[src/hw/rtl/sha1s_pkg.sv]
// ----------------------------------------------------------------------------
// sha1s_pkg
// shared types, constants and round functions of the sha-1 stream hasher
// ----------------------------------------------------------------------------
package sha1s_pkg;

   localparam int QUEUE_DEPTH = 16;
   localparam int QUEUE_PTR_W = $clog2(QUEUE_DEPTH);
   localparam int ROUNDS      = 80;
   localparam int ROUND_W     = 7;

   localparam logic [31:0] SHA1S_INIT [5] = '{
      32'h67452301, 32'hefcdab89, 32'h98badcfe, 32'h10325476, 32'hc3d2e1f0
   };

   localparam logic [31:0] K_ROUND_0 = 32'h5a827999;
   localparam logic [31:0] K_ROUND_1 = 32'h6ed9eba1;
   localparam logic [31:0] K_ROUND_2 = 32'h8f1bbcdc;
   localparam logic [31:0] K_ROUND_3 = 32'hca62c1d6;
   localparam logic [7:0]  PAD_BYTE  = 8'h80;

   localparam logic MODE_DATA   = 1'b0;
   localparam logic MODE_FINISH = 1'b1;

   // one message word moving from the front to the round engine
   typedef struct packed {
      logic        last_word;   // closing word of the final padded block
      logic [31:0] word;
   } sha1s_entry_type;

   function automatic logic [31:0] sha1s_round_k(input logic [ROUND_W-1:0] round);
      logic [31:0] k;
      case (round) inside
         [7'd0:7'd19]:  k = K_ROUND_0;
         [7'd20:7'd39]: k = K_ROUND_1;
         [7'd40:7'd59]: k = K_ROUND_2;
         default:       k = K_ROUND_3;
      endcase
      return k;
   endfunction

   function automatic logic [31:0] sha1s_round_f(input logic [ROUND_W-1:0] round,
                                                 input logic [31:0] b,
                                                 input logic [31:0] c,
                                                 input logic [31:0] d);
      logic [31:0] f;
      case (round) inside
         [7'd0:7'd19]:  f = (b & c) | (~b & d);
         [7'd40:7'd59]: f = (b & c) | (b & d) | (c & d);
         default:       f = b ^ c ^ d;
      endcase
      return f;
   endfunction

   function automatic logic [7:0] sha1s_hex_char(input logic [3:0] nibble);
      logic [7:0] ch;
      if (nibble < 4'd10) begin
         ch = 8'h30 + {4'h0, nibble};
      end else begin
         ch = 8'h57 + {4'h0, nibble};
      end
      return ch;
   endfunction

endpackage

[src/hw/rtl/sha1s_queue.sv]
// ----------------------------------------------------------------------------
// sha1s_queue
// word queue between the byte front and the round engine
// ----------------------------------------------------------------------------
module sha1s_queue (
   input  logic                      clock,
   input  logic                      reset,
   input  logic                      push_valid,
   output logic                      push_ready,
   input  sha1s_pkg::sha1s_entry_type push_entry,
   output logic                      pop_valid,
   input  logic                      pop,
   output sha1s_pkg::sha1s_entry_type pop_entry
);
   import sha1s_pkg::*;

   sha1s_entry_type            mem_ff [QUEUE_DEPTH];
   logic [QUEUE_PTR_W-1:0]     wr_ptr_ff, wr_ptr_in;
   logic [QUEUE_PTR_W-1:0]     rd_ptr_ff, rd_ptr_in;
   logic [QUEUE_PTR_W:0]       count_ff, count_in;
   logic                       do_push, do_pop;

   assign push_ready = (count_ff != (QUEUE_PTR_W+1)'(QUEUE_DEPTH));
   assign pop_valid  = (count_ff != '0);
   assign pop_entry  = mem_ff[rd_ptr_ff];
   assign do_push    = push_valid && push_ready;
   assign do_pop     = pop && pop_valid;

   always_comb begin
      wr_ptr_in = do_push ? wr_ptr_ff + 1'b1 : wr_ptr_ff;
      rd_ptr_in = do_pop  ? rd_ptr_ff + 1'b1 : rd_ptr_ff;
      count_in  = count_ff;
      if (do_push && !do_pop) begin
         count_in = count_ff + 1'b1;
      end else if (!do_push && do_pop) begin
         count_in = count_ff - 1'b1;
      end
   end

   always_ff @(posedge clock) begin
      if (reset) begin
         wr_ptr_ff <= '0;
         rd_ptr_ff <= '0;
         count_ff  <= '0;
      end else begin
         wr_ptr_ff <= wr_ptr_in;
         rd_ptr_ff <= rd_ptr_in;
         count_ff  <= count_in;
      end
   end

   always_ff @(posedge clock) begin
      if (do_push) begin
         mem_ff[wr_ptr_ff] <= push_entry;
      end
   end

endmodule

[src/hw/rtl/sha1s_front.sv]
// ----------------------------------------------------------------------------
// sha1s_front
// accepts bytes and finish items, packs words, generates padding and length
// ----------------------------------------------------------------------------
module sha1s_front (
   input  logic                       clock,
   input  logic                       reset,
   input  logic                       req_valid,
   output logic                       req_stall,
   input  logic                       req_mode,
   input  logic [7:0]                 req_data_byte,
   output logic                       push_valid,
   input  logic                       push_ready,
   output sha1s_pkg::sha1s_entry_type push_entry
);
   import sha1s_pkg::*;

   typedef enum logic {ST_ACCEPT, ST_PAD} state_type;

   state_type    state_ff, state_in;
   logic [5:0]   fill_ff, fill_in;
   logic [60:0]  count_ff, count_in;
   logic [31:0]  word_ff, word_in;
   logic [63:0]  len_ff, len_in;
   logic [1:0]   pos_ff, pos_in;
   logic [3:0]   pad_idx_ff, pad_idx_in;
   logic         first_ff, first_in;
   logic         len_hi_ff, len_hi_in;
   logic         accept;
   logic [31:0]  packed_word;
   logic [31:0]  pad_word;

   assign req_stall = (state_ff == ST_PAD) || !push_ready;
   assign accept    = req_valid && !req_stall;

   always_comb begin
      packed_word = word_ff;
      case (fill_ff[1:0])
         2'd0:    packed_word[31:24] = req_data_byte;
         2'd1:    packed_word[23:16] = req_data_byte;
         2'd2:    packed_word[15:8]  = req_data_byte;
         default: packed_word[7:0]   = req_data_byte;
      endcase
      case (pos_ff)
         2'd0:    pad_word = {PAD_BYTE, 24'h0};
         2'd1:    pad_word = {word_ff[31:24], PAD_BYTE, 16'h0};
         2'd2:    pad_word = {word_ff[31:16], PAD_BYTE, 8'h0};
         default: pad_word = {word_ff[31:8], PAD_BYTE};
      endcase
   end

   always_comb begin
      state_in   = state_ff;
      fill_in    = fill_ff;
      count_in   = count_ff;
      word_in    = word_ff;
      len_in     = len_ff;
      pos_in     = pos_ff;
      pad_idx_in = pad_idx_ff;
      first_in   = first_ff;
      len_hi_in  = len_hi_ff;
      push_valid = 1'b0;
      push_entry = '{last_word: 1'b0, word: packed_word};
      case (state_ff)
         ST_ACCEPT: begin
            if (accept && req_mode == MODE_DATA) begin
               word_in  = packed_word;
               fill_in  = fill_ff + 1'b1;
               count_in = count_ff + 1'b1;
               if (fill_ff[1:0] == 2'd3) begin
                  push_valid = 1'b1;
               end
            end else if (accept) begin
               len_in     = {count_ff, 3'b000};
               pos_in     = fill_ff[1:0];
               pad_idx_in = fill_ff[5:2];
               first_in   = 1'b1;
               len_hi_in  = 1'b0;
               fill_in    = '0;
               count_in   = '0;
               state_in   = ST_PAD;
            end
         end
         ST_PAD: begin
            push_valid = 1'b1;
            if (first_ff) begin
               push_entry.word = pad_word;
            end else if (pad_idx_ff == 4'd14) begin
               push_entry.word = len_ff[63:32];
            end else if (pad_idx_ff == 4'd15 && len_hi_ff) begin
               push_entry = '{last_word: 1'b1, word: len_ff[31:0]};
            end else begin
               push_entry.word = '0;
            end
            if (push_ready) begin
               pad_idx_in = pad_idx_ff + 1'b1;
               first_in   = 1'b0;
               if (!first_ff && pad_idx_ff == 4'd14) begin
                  len_hi_in = 1'b1;
               end
               if (push_entry.last_word) begin
                  state_in = ST_ACCEPT;
               end
            end
         end
         default: state_in = ST_ACCEPT;
      endcase
   end

   always_ff @(posedge clock) begin
      if (reset) begin
         state_ff  <= ST_ACCEPT;
         fill_ff   <= '0;
         count_ff  <= '0;
         first_ff  <= 1'b0;
         len_hi_ff <= 1'b0;
      end else begin
         state_ff  <= state_in;
         fill_ff   <= fill_in;
         count_ff  <= count_in;
         first_ff  <= first_in;
         len_hi_ff <= len_hi_in;
      end
      word_ff    <= word_in;
      len_ff     <= len_in;
      pos_ff     <= pos_in;
      pad_idx_ff <= pad_idx_in;
   end

endmodule

[src/hw/rtl/sha1s_back.sv]
// ----------------------------------------------------------------------------
// sha1s_back
// round engine: one round a cycle while message words are available, chaining update and digest output
// ----------------------------------------------------------------------------
module sha1s_back (
   input  logic                       clock,
   input  logic                       reset,
   input  logic                       hex_output,
   input  logic                       pop_valid,
   output logic                       pop,
   input  sha1s_pkg::sha1s_entry_type pop_entry,
   output logic                       rsp_valid,
   input  logic                       rsp_stall,
   output logic [7:0]                 rsp_digest_byte,
   output logic                       rsp_last_of_digest
);
   import sha1s_pkg::*;

   typedef enum logic [1:0] {ST_ROUND, ST_ADD, ST_OUT} state_type;

   state_type            state_ff, state_in;
   logic [ROUND_W-1:0]   round_ff, round_in;
   logic [31:0]          h_ff [5];
   logic [31:0]          h_in [5];
   logic [31:0]          v_ff [5];
   logic [31:0]          v_in [5];
   logic [31:0]          win_ff [16];
   logic [31:0]          win_in [16];
   logic                 fin_ff, fin_in;
   logic [5:0]           cnt_ff, cnt_in;
   logic                 rsp_valid_ff, rsp_valid_in;
   logic [7:0]           rsp_byte_ff, rsp_byte_in;
   logic                 rsp_last_ff, rsp_last_in;
   logic [31:0]          sched, wt, tsum;
   logic                 early, step, load, last_out;

   assign rsp_valid          = rsp_valid_ff;
   assign rsp_digest_byte    = rsp_byte_ff;
   assign rsp_last_of_digest = rsp_last_ff;

   always_comb begin
      early = (round_ff < ROUND_W'(16));
      sched = win_ff[13] ^ win_ff[8] ^ win_ff[2] ^ win_ff[0];
      wt    = early ? pop_entry.word : {sched[30:0], sched[31]};
      tsum  = {v_ff[0][26:0], v_ff[0][31:27]}
            + sha1s_round_f(round_ff, v_ff[1], v_ff[2], v_ff[3])
            + v_ff[4] + sha1s_round_k(round_ff) + wt;
      step     = early ? pop_valid : 1'b1;
      load     = !rsp_valid_ff || !rsp_stall;
      last_out = hex_output ? (cnt_ff == 6'd39) : (cnt_ff == 6'd19);
   end

   always_comb begin
      state_in     = state_ff;
      round_in     = round_ff;
      h_in         = h_ff;
      v_in         = v_ff;
      win_in       = win_ff;
      fin_in       = fin_ff;
      cnt_in       = cnt_ff;
      rsp_byte_in  = rsp_byte_ff;
      rsp_last_in  = rsp_last_ff;
      rsp_valid_in = rsp_valid_ff && rsp_stall;
      pop          = 1'b0;
      case (state_ff)
         ST_ROUND: begin
            if (step) begin
               pop      = early;
               v_in[0]  = tsum;
               v_in[1]  = v_ff[0];
               v_in[2]  = {v_ff[1][1:0], v_ff[1][31:2]};
               v_in[3]  = v_ff[2];
               v_in[4]  = v_ff[3];
               for (int j = 0; j < 15; j++) begin
                  win_in[j] = win_ff[j+1];
               end
               win_in[15] = wt;
               if (round_ff == ROUND_W'(15)) begin
                  fin_in = pop_entry.last_word;
               end
               if (round_ff == ROUND_W'(ROUNDS - 1)) begin
                  round_in = '0;
                  state_in = ST_ADD;
               end else begin
                  round_in = round_ff + 1'b1;
               end
            end
         end
         ST_ADD: begin
            for (int j = 0; j < 5; j++) begin
               h_in[j] = h_ff[j] + v_ff[j];
               v_in[j] = h_ff[j] + v_ff[j];
            end
            cnt_in   = '0;
            state_in = fin_ff ? ST_OUT : ST_ROUND;
         end
         ST_OUT: begin
            if (load) begin
               rsp_valid_in = 1'b1;
               rsp_last_in  = last_out;
               cnt_in       = cnt_ff + 1'b1;
               if (!hex_output) begin
                  rsp_byte_in = h_ff[0][31:24];
               end else if (cnt_ff[0]) begin
                  rsp_byte_in = sha1s_hex_char(h_ff[0][27:24]);
               end else begin
                  rsp_byte_in = sha1s_hex_char(h_ff[0][31:28]);
               end
               // digest bytes shift after each raw byte, or once both hex characters have gone out
               if (!hex_output || cnt_ff[0]) begin
                  for (int j = 0; j < 4; j++) begin
                     h_in[j] = {h_ff[j][23:0], h_ff[j+1][31:24]};
                  end
                  h_in[4] = {h_ff[4][23:0], 8'h00};
               end
               if (last_out) begin
                  h_in     = SHA1S_INIT;
                  v_in     = SHA1S_INIT;
                  state_in = ST_ROUND;
               end
            end
         end
         default: state_in = ST_ROUND;
      endcase
   end

   always_ff @(posedge clock) begin
      if (reset) begin
         state_ff     <= ST_ROUND;
         round_ff     <= '0;
         h_ff         <= SHA1S_INIT;
         v_ff         <= SHA1S_INIT;
         fin_ff       <= 1'b0;
         cnt_ff       <= '0;
         rsp_valid_ff <= 1'b0;
      end else begin
         state_ff     <= state_in;
         round_ff     <= round_in;
         h_ff         <= h_in;
         v_ff         <= v_in;
         fin_ff       <= fin_in;
         cnt_ff       <= cnt_in;
         rsp_valid_ff <= rsp_valid_in;
      end
      win_ff      <= win_in;
      rsp_byte_ff <= rsp_byte_in;
      rsp_last_ff <= rsp_last_in;
   end

endmodule

[src/hw/rtl/sha1_stream_hasher.sv]
// ----------------------------------------------------------------------------
// sha1_stream_hasher
// sha-1 digest of a byte stream, digest out as raw bytes or hex characters
// ----------------------------------------------------------------------------
//
//  channel  direction  handshake          payload
//  req      in         valid / stall      req_mode, req_data_byte
//  rsp      out        valid / stall      rsp_digest_byte, rsp_last_of_digest
//  csr      in         valid / ready      csr_hex_output
//
//  a data byte transfer goes through while the word queue has room
//  each 64-byte block runs through all 80 rounds of the round engine, then
//  the chaining add, before the engine takes words of the next block
//  a finish transfer stalls req while 3 to 18 padding words go out; the
//  digest follows after one or two blocks, then 20 or 40 rsp transfers
//  synchronous reset, no clearing pass; csr is always ready
//  rsp has an output register; rsp stalls hold the engine, req once queue fills
//
module sha1_stream_hasher (
   input  logic       clock,
   input  logic       reset,
   input  logic       req_valid,
   output logic       req_stall,
   input  logic       req_mode,
   input  logic [7:0] req_data_byte,
   output logic       rsp_valid,
   input  logic       rsp_stall,
   output logic [7:0] rsp_digest_byte,
   output logic       rsp_last_of_digest,
   input  logic       csr_valid,
   output logic       csr_ready,
   input  logic       csr_hex_output
);
   import sha1s_pkg::*;

   // hex output mode register
   logic            hex_ff;

   // word transfers from front into the queue and out to the round engine
   logic            push_valid;
   logic            push_ready;
   sha1s_entry_type push_entry;
   logic            pop_valid;
   logic            pop;
   sha1s_entry_type pop_entry;

   assign csr_ready = 1'b1;

   always_ff @(posedge clock) begin
      if (reset) begin
         hex_ff <= 1'b0;
      end else if (csr_valid && csr_ready) begin
         hex_ff <= csr_hex_output;
      end
   end

   // front: byte packing, length count, padding sequencer
   sha1s_front u_front (
      .clock         (clock),
      .reset         (reset),
      .req_valid     (req_valid),
      .req_stall     (req_stall),
      .req_mode      (req_mode),
      .req_data_byte (req_data_byte),
      .push_valid    (push_valid),
      .push_ready    (push_ready),
      .push_entry    (push_entry)
   );

   // one block of words of slack so the front runs ahead of the rounds
   sha1s_queue u_queue (
      .clock      (clock),
      .reset      (reset),
      .push_valid (push_valid),
      .push_ready (push_ready),
      .push_entry (push_entry),
      .pop_valid  (pop_valid),
      .pop        (pop),
      .pop_entry  (pop_entry)
   );

   // back: rounds, chaining words and digest output
   sha1s_back u_back (
      .clock              (clock),
      .reset              (reset),
      .hex_output         (hex_ff),
      .pop_valid          (pop_valid),
      .pop                (pop),
      .pop_entry          (pop_entry),
      .rsp_valid          (rsp_valid),
      .rsp_stall          (rsp_stall),
      .rsp_digest_byte    (rsp_digest_byte),
      .rsp_last_of_digest (rsp_last_of_digest)
   );

endmodule

[config.mk]
export PLATFORM = sky130hd
export DESIGN_NAME = sha1_stream_hasher
export DESIGN_NICKNAME = d
export VERILOG_FILES = /design/src/hw/rtl/sha1s_pkg.sv /design/src/hw/rtl/sha1s_queue.sv /design/src/hw/rtl/sha1s_front.sv /design/src/hw/rtl/sha1s_back.sv /design/src/hw/rtl/sha1_stream_hasher.sv
export SDC_FILE = /design/constraint.sdc
export NUM_CORES = 2
export LEC_CHECK = 0
export BUFFER_PORTS_ARGS = -buffer_cell sky130_fd_sc_hd__buf_2
export CAP_MARGIN = 30
export CORE_UTILIZATION = 54
export CTS_BUF_LIST = sky130_fd_sc_hd__clkbuf_4
export DETAILED_ROUTE_END_ITERATION = 7
export GPL_ROUTABILITY_DRIVEN = 0
export PLACE_DENSITY_LB_ADDON = 0.05
export SLEW_MARGIN = 20
export SYNTH_ARGS = -nofsm -noshare
export SYNTH_HDL_FRONTEND = slang
export SYNTH_SLANG_ARGS = --single-unit
[constraint.sdc]
create_clock -name clock -period 25.9 [get_ports clock]
set_input_delay 1.295 -clock clock [delete_from_list [all_inputs] [get_ports clock]]
set_output_delay 1.295 -clock clock [all_outputs]
set_load 0.03 [all_outputs]
==> reports/metrics.yaml <==
outcome: "finished, final reports clean"
p_int_mw: 7.00
overflow: 0
drv_slew: 0
synthAdderAreaFrac: 0.0759
seq_power_share: 0.347
synth_cells: 5713
layout_min_cycle_time_ns: 8.18
core_sq_mm: 0.133
synth_cell_types: 93
dr.pass1.iters: 7
peakVddDrop_mv: 0.215
synth-edff-count: 1148
ys_warn_count: 0
end_kind: "flop"
maxCapViolCount: 0
drc_errors: 0
async_reset_ff_frac: 0
track_usage: 0.301
insertion_delay_ns: 1.33
p_per_area_mw_per_mm2: 149
synth_top_family_by_area: "compound AO/OA/AOI/OAI gates"
initial_core_util: 0.544
finClkSkew_ns: 0.116
post_drt_wl_per_cell_microns: 25.5
leakage_nw: 28.8
ctsHoldBuffers: 0
die_h_microns: 369
post_cts_buffers: 0
syn2layout_area_growth_pct: 10.1
cp_slowest_cell: "nand2_1"
switching_share: 0.411
synth_xor_area_frac: 0.0398
clk_pin_slew_ns: 0.07
power_mw: 11.9
grt_start_max_net_pins: 203
slew_headroom: 0.296
root_buffer: "clkbuf_4"
grt_pass1_wl_microns: 304000
critPathRequiredTime_ns: 27.03
clkPwrFrac: 0.176
hp-class: "in -> reg"
hold_viol: 0
syn_nets: 6098
ys_ff_latch: 1573
setup_viol: 0
grt_pass1_vias: 47400
synth_top_area_share: 0.475
syn-cell-area_sq_mm: 0.0726
nets: 6347
cts_tree: "built"
numCtsBuffers: 416
seq_area_frac_synth: 0.592
p_comb_frac: 0.477
critical_path_class: "reg -> reg"
max_freq_ghz: 0.122
rows: 134
io_pins: 27
cts_buffer_depth: 4
fin_util: 0.599
post-dp-hpwl_microns: 137000
ctsResizeCount: 0
tightest_slew_ns: 1.05
antenna_left: 0
netlist_top_cells_area: "edfxtp_1, dfxtp_1, mux4_2"
critPathMaxStageDelay_ns: 0.64
synth_mux_area_frac: 0.0579
synth_compound_area_frac: 0.128
synth_top_flop_cell: "edfxtp_1"
routed_wl_microns: 204000
synthSimpleGateAreaFrac: 0.0779
path_buf_inv: 6
cts_max_level: 5
routed_via_density: 6.12
rsz0062_at_grt: "no"
arrival_ns: 9.31
drive_gt1_frac: 0.166
die_x_microns: 369
start_kind: "flop"
layout_common_cells: "edfxtp_1, clkbuf_4, nor2_1"
synth_top_area_cell: "edfxtp_1"
synth_area_per_cell_sq_um: 12.7
p_sw_mw: 4.89
num_vias: 49100
layout_commonest_cell: "edfxtp_1"
tns_ns: 0
fp.dieArea_sq_mm: 0.136
timing.final.crit_share: 0.316
cp_max_fo: 21
dr.first_iter.drc_count: 4868
cts_sinks: 1573
critPathTopFamily: "compound AO/OA/AOI/OAI gates"
antenna_found_initial: 4
portBuffers: 25
Yosys cell counts (25+ instances only):
cell,n
a211o_1,29
o211ai_1,57
fa_1,117
a22oi_1,25
and3_1,30
o21ai_0,410
o21a_1,47
a31oi_1,46
nor2_1,517
or3_1,32
mux4_2,165
nand2_1,325
a21o_1,72
buf_1,46
edfxtp_1,1148
nor2b_1,33
a21oi_1,327
clkbuf_1,231
nand3_1,95
mux2_2,34
nand4_1,37
o221ai_1,68
xor2_1,114
ha_1,253
a211oi_1,64
xnor2_1,211
inv_1,238
nor3_1,95
nand2b_1,27
a221o_1,26
a221oi_1,66
dfxtp_1,425
worst reg2reg max path, cell delays in order, from the launching register on:
cell and delay [ns]:
dfxtp_1 0.43, ha_1 0.26, nand2_1 0.09, a311o_1 0.41, a211oi_4 0.24, buf_4 0.29
inv_2 0.26, nand2_1 0.64, inv_1 0.57, a221o_1 0.45, fa_1 0.39, inv_1 0.08
fa_1 0.45, fa_1 0.44, inv_1 0.06, ha_1 0.19, inv_1 0.08, fa_1 0.46
nor2b_1 0.18, o31a_1 0.24, o221ai_2 0.17, o31a_1 0.30, o211ai_1 0.44, a221oi_1 0.20
o21ai_0 0.27, xnor2_1 0.11, a221oi_1 0.29, a211oi_1 0.08
flip-flops by register name, summed over array words and instances, names as in the netlist, 8 cells and up, named ones only:
signal / cells
u_back.win_ff: 512
u_back.rsp_digest_byte: 8
u_front.len_ff: 61
u_front.count_ff: 61
u_queue.mem_ff: 528
u_back.h_ff: 160
u_front.word_ff: 32
u_back.v_ff: 160
worst paths after layout:
check | end | start | slack, ns | cells after the start
worst min register to register | u_back.win_ff[402] | u_back.win_ff[370] | 0.34 | 0
worst max register to register | u_back.v_ff[159] | u_back.round_ff[0] | 17.72 | 27
worst min-delay path | hex_ff | csr_hex_output | 0.28 | 3
worst max-delay path | u_back.v_ff[159] | u_back.round_ff[0] | 17.72 | 27
layer usage:
metal,track usage,part of all wire,vias to the layer above
li1,-,-,22200
met1,0.415,0.42,24200
met2,0.460,0.45,2177
met3,0.0607,0.081,473
met4,0.141,0.048,4
met5,0,0.00011,-
power groups by stage:
stage | registers (mW) | clock network [mW] | logic (mW)
floorplan | 4.06 | 0 | 4.18
global placement | 4.15 | 0 | 5.48
CTS | 4.11 | 2.15 | 5.60
global route | 4.16 | 2.28 | 6.26
detailed placement | 4.15 | 0 | 5.57
finish | 4.12 | 2.09 | 5.67
per-stage QoR:
step           hold WS (ns)  std cells  instance area, sq um  setup slack, ns
2_1_floorplan         0.400       5713                 72600            13.94
3_3_place_gp          0.400       7302                 74700            17.84
4_1_cts               0.156       8012                 79800            17.78
6_report              0.279       8029                 79900            17.72
5_1_grt               0.201       8025                 79900            17.31
3_5_place_dp          0.405       7308                 74800            17.79
cell type report:
class | instances | area, sq um
Antenna cell | 13 | 32.5
Clock buffer | 606 | 4550
Clock inverter | 98 | 473
Fill cell | 10900 | 53500
Inverter | 244 | 925
Multi-Input combinational cell | 3606 | 27800
Sequential cell | 1573 | 43000
Tap cell | 1768 | 2210
Timing Repair Buffer | 121 | 951
cell families after synthesis:
logic type	Yosys count
flip-flops	1573
AO/OA/AOI/OAI	1432
AND/OR/NAND/NOR	1267
buffers and inverters	534
adder cells (fa/ha/maj)	370
XOR/XNOR	327
multiplexers	209
other	1
Note: power is estimated with default switching activity, not from simulation.
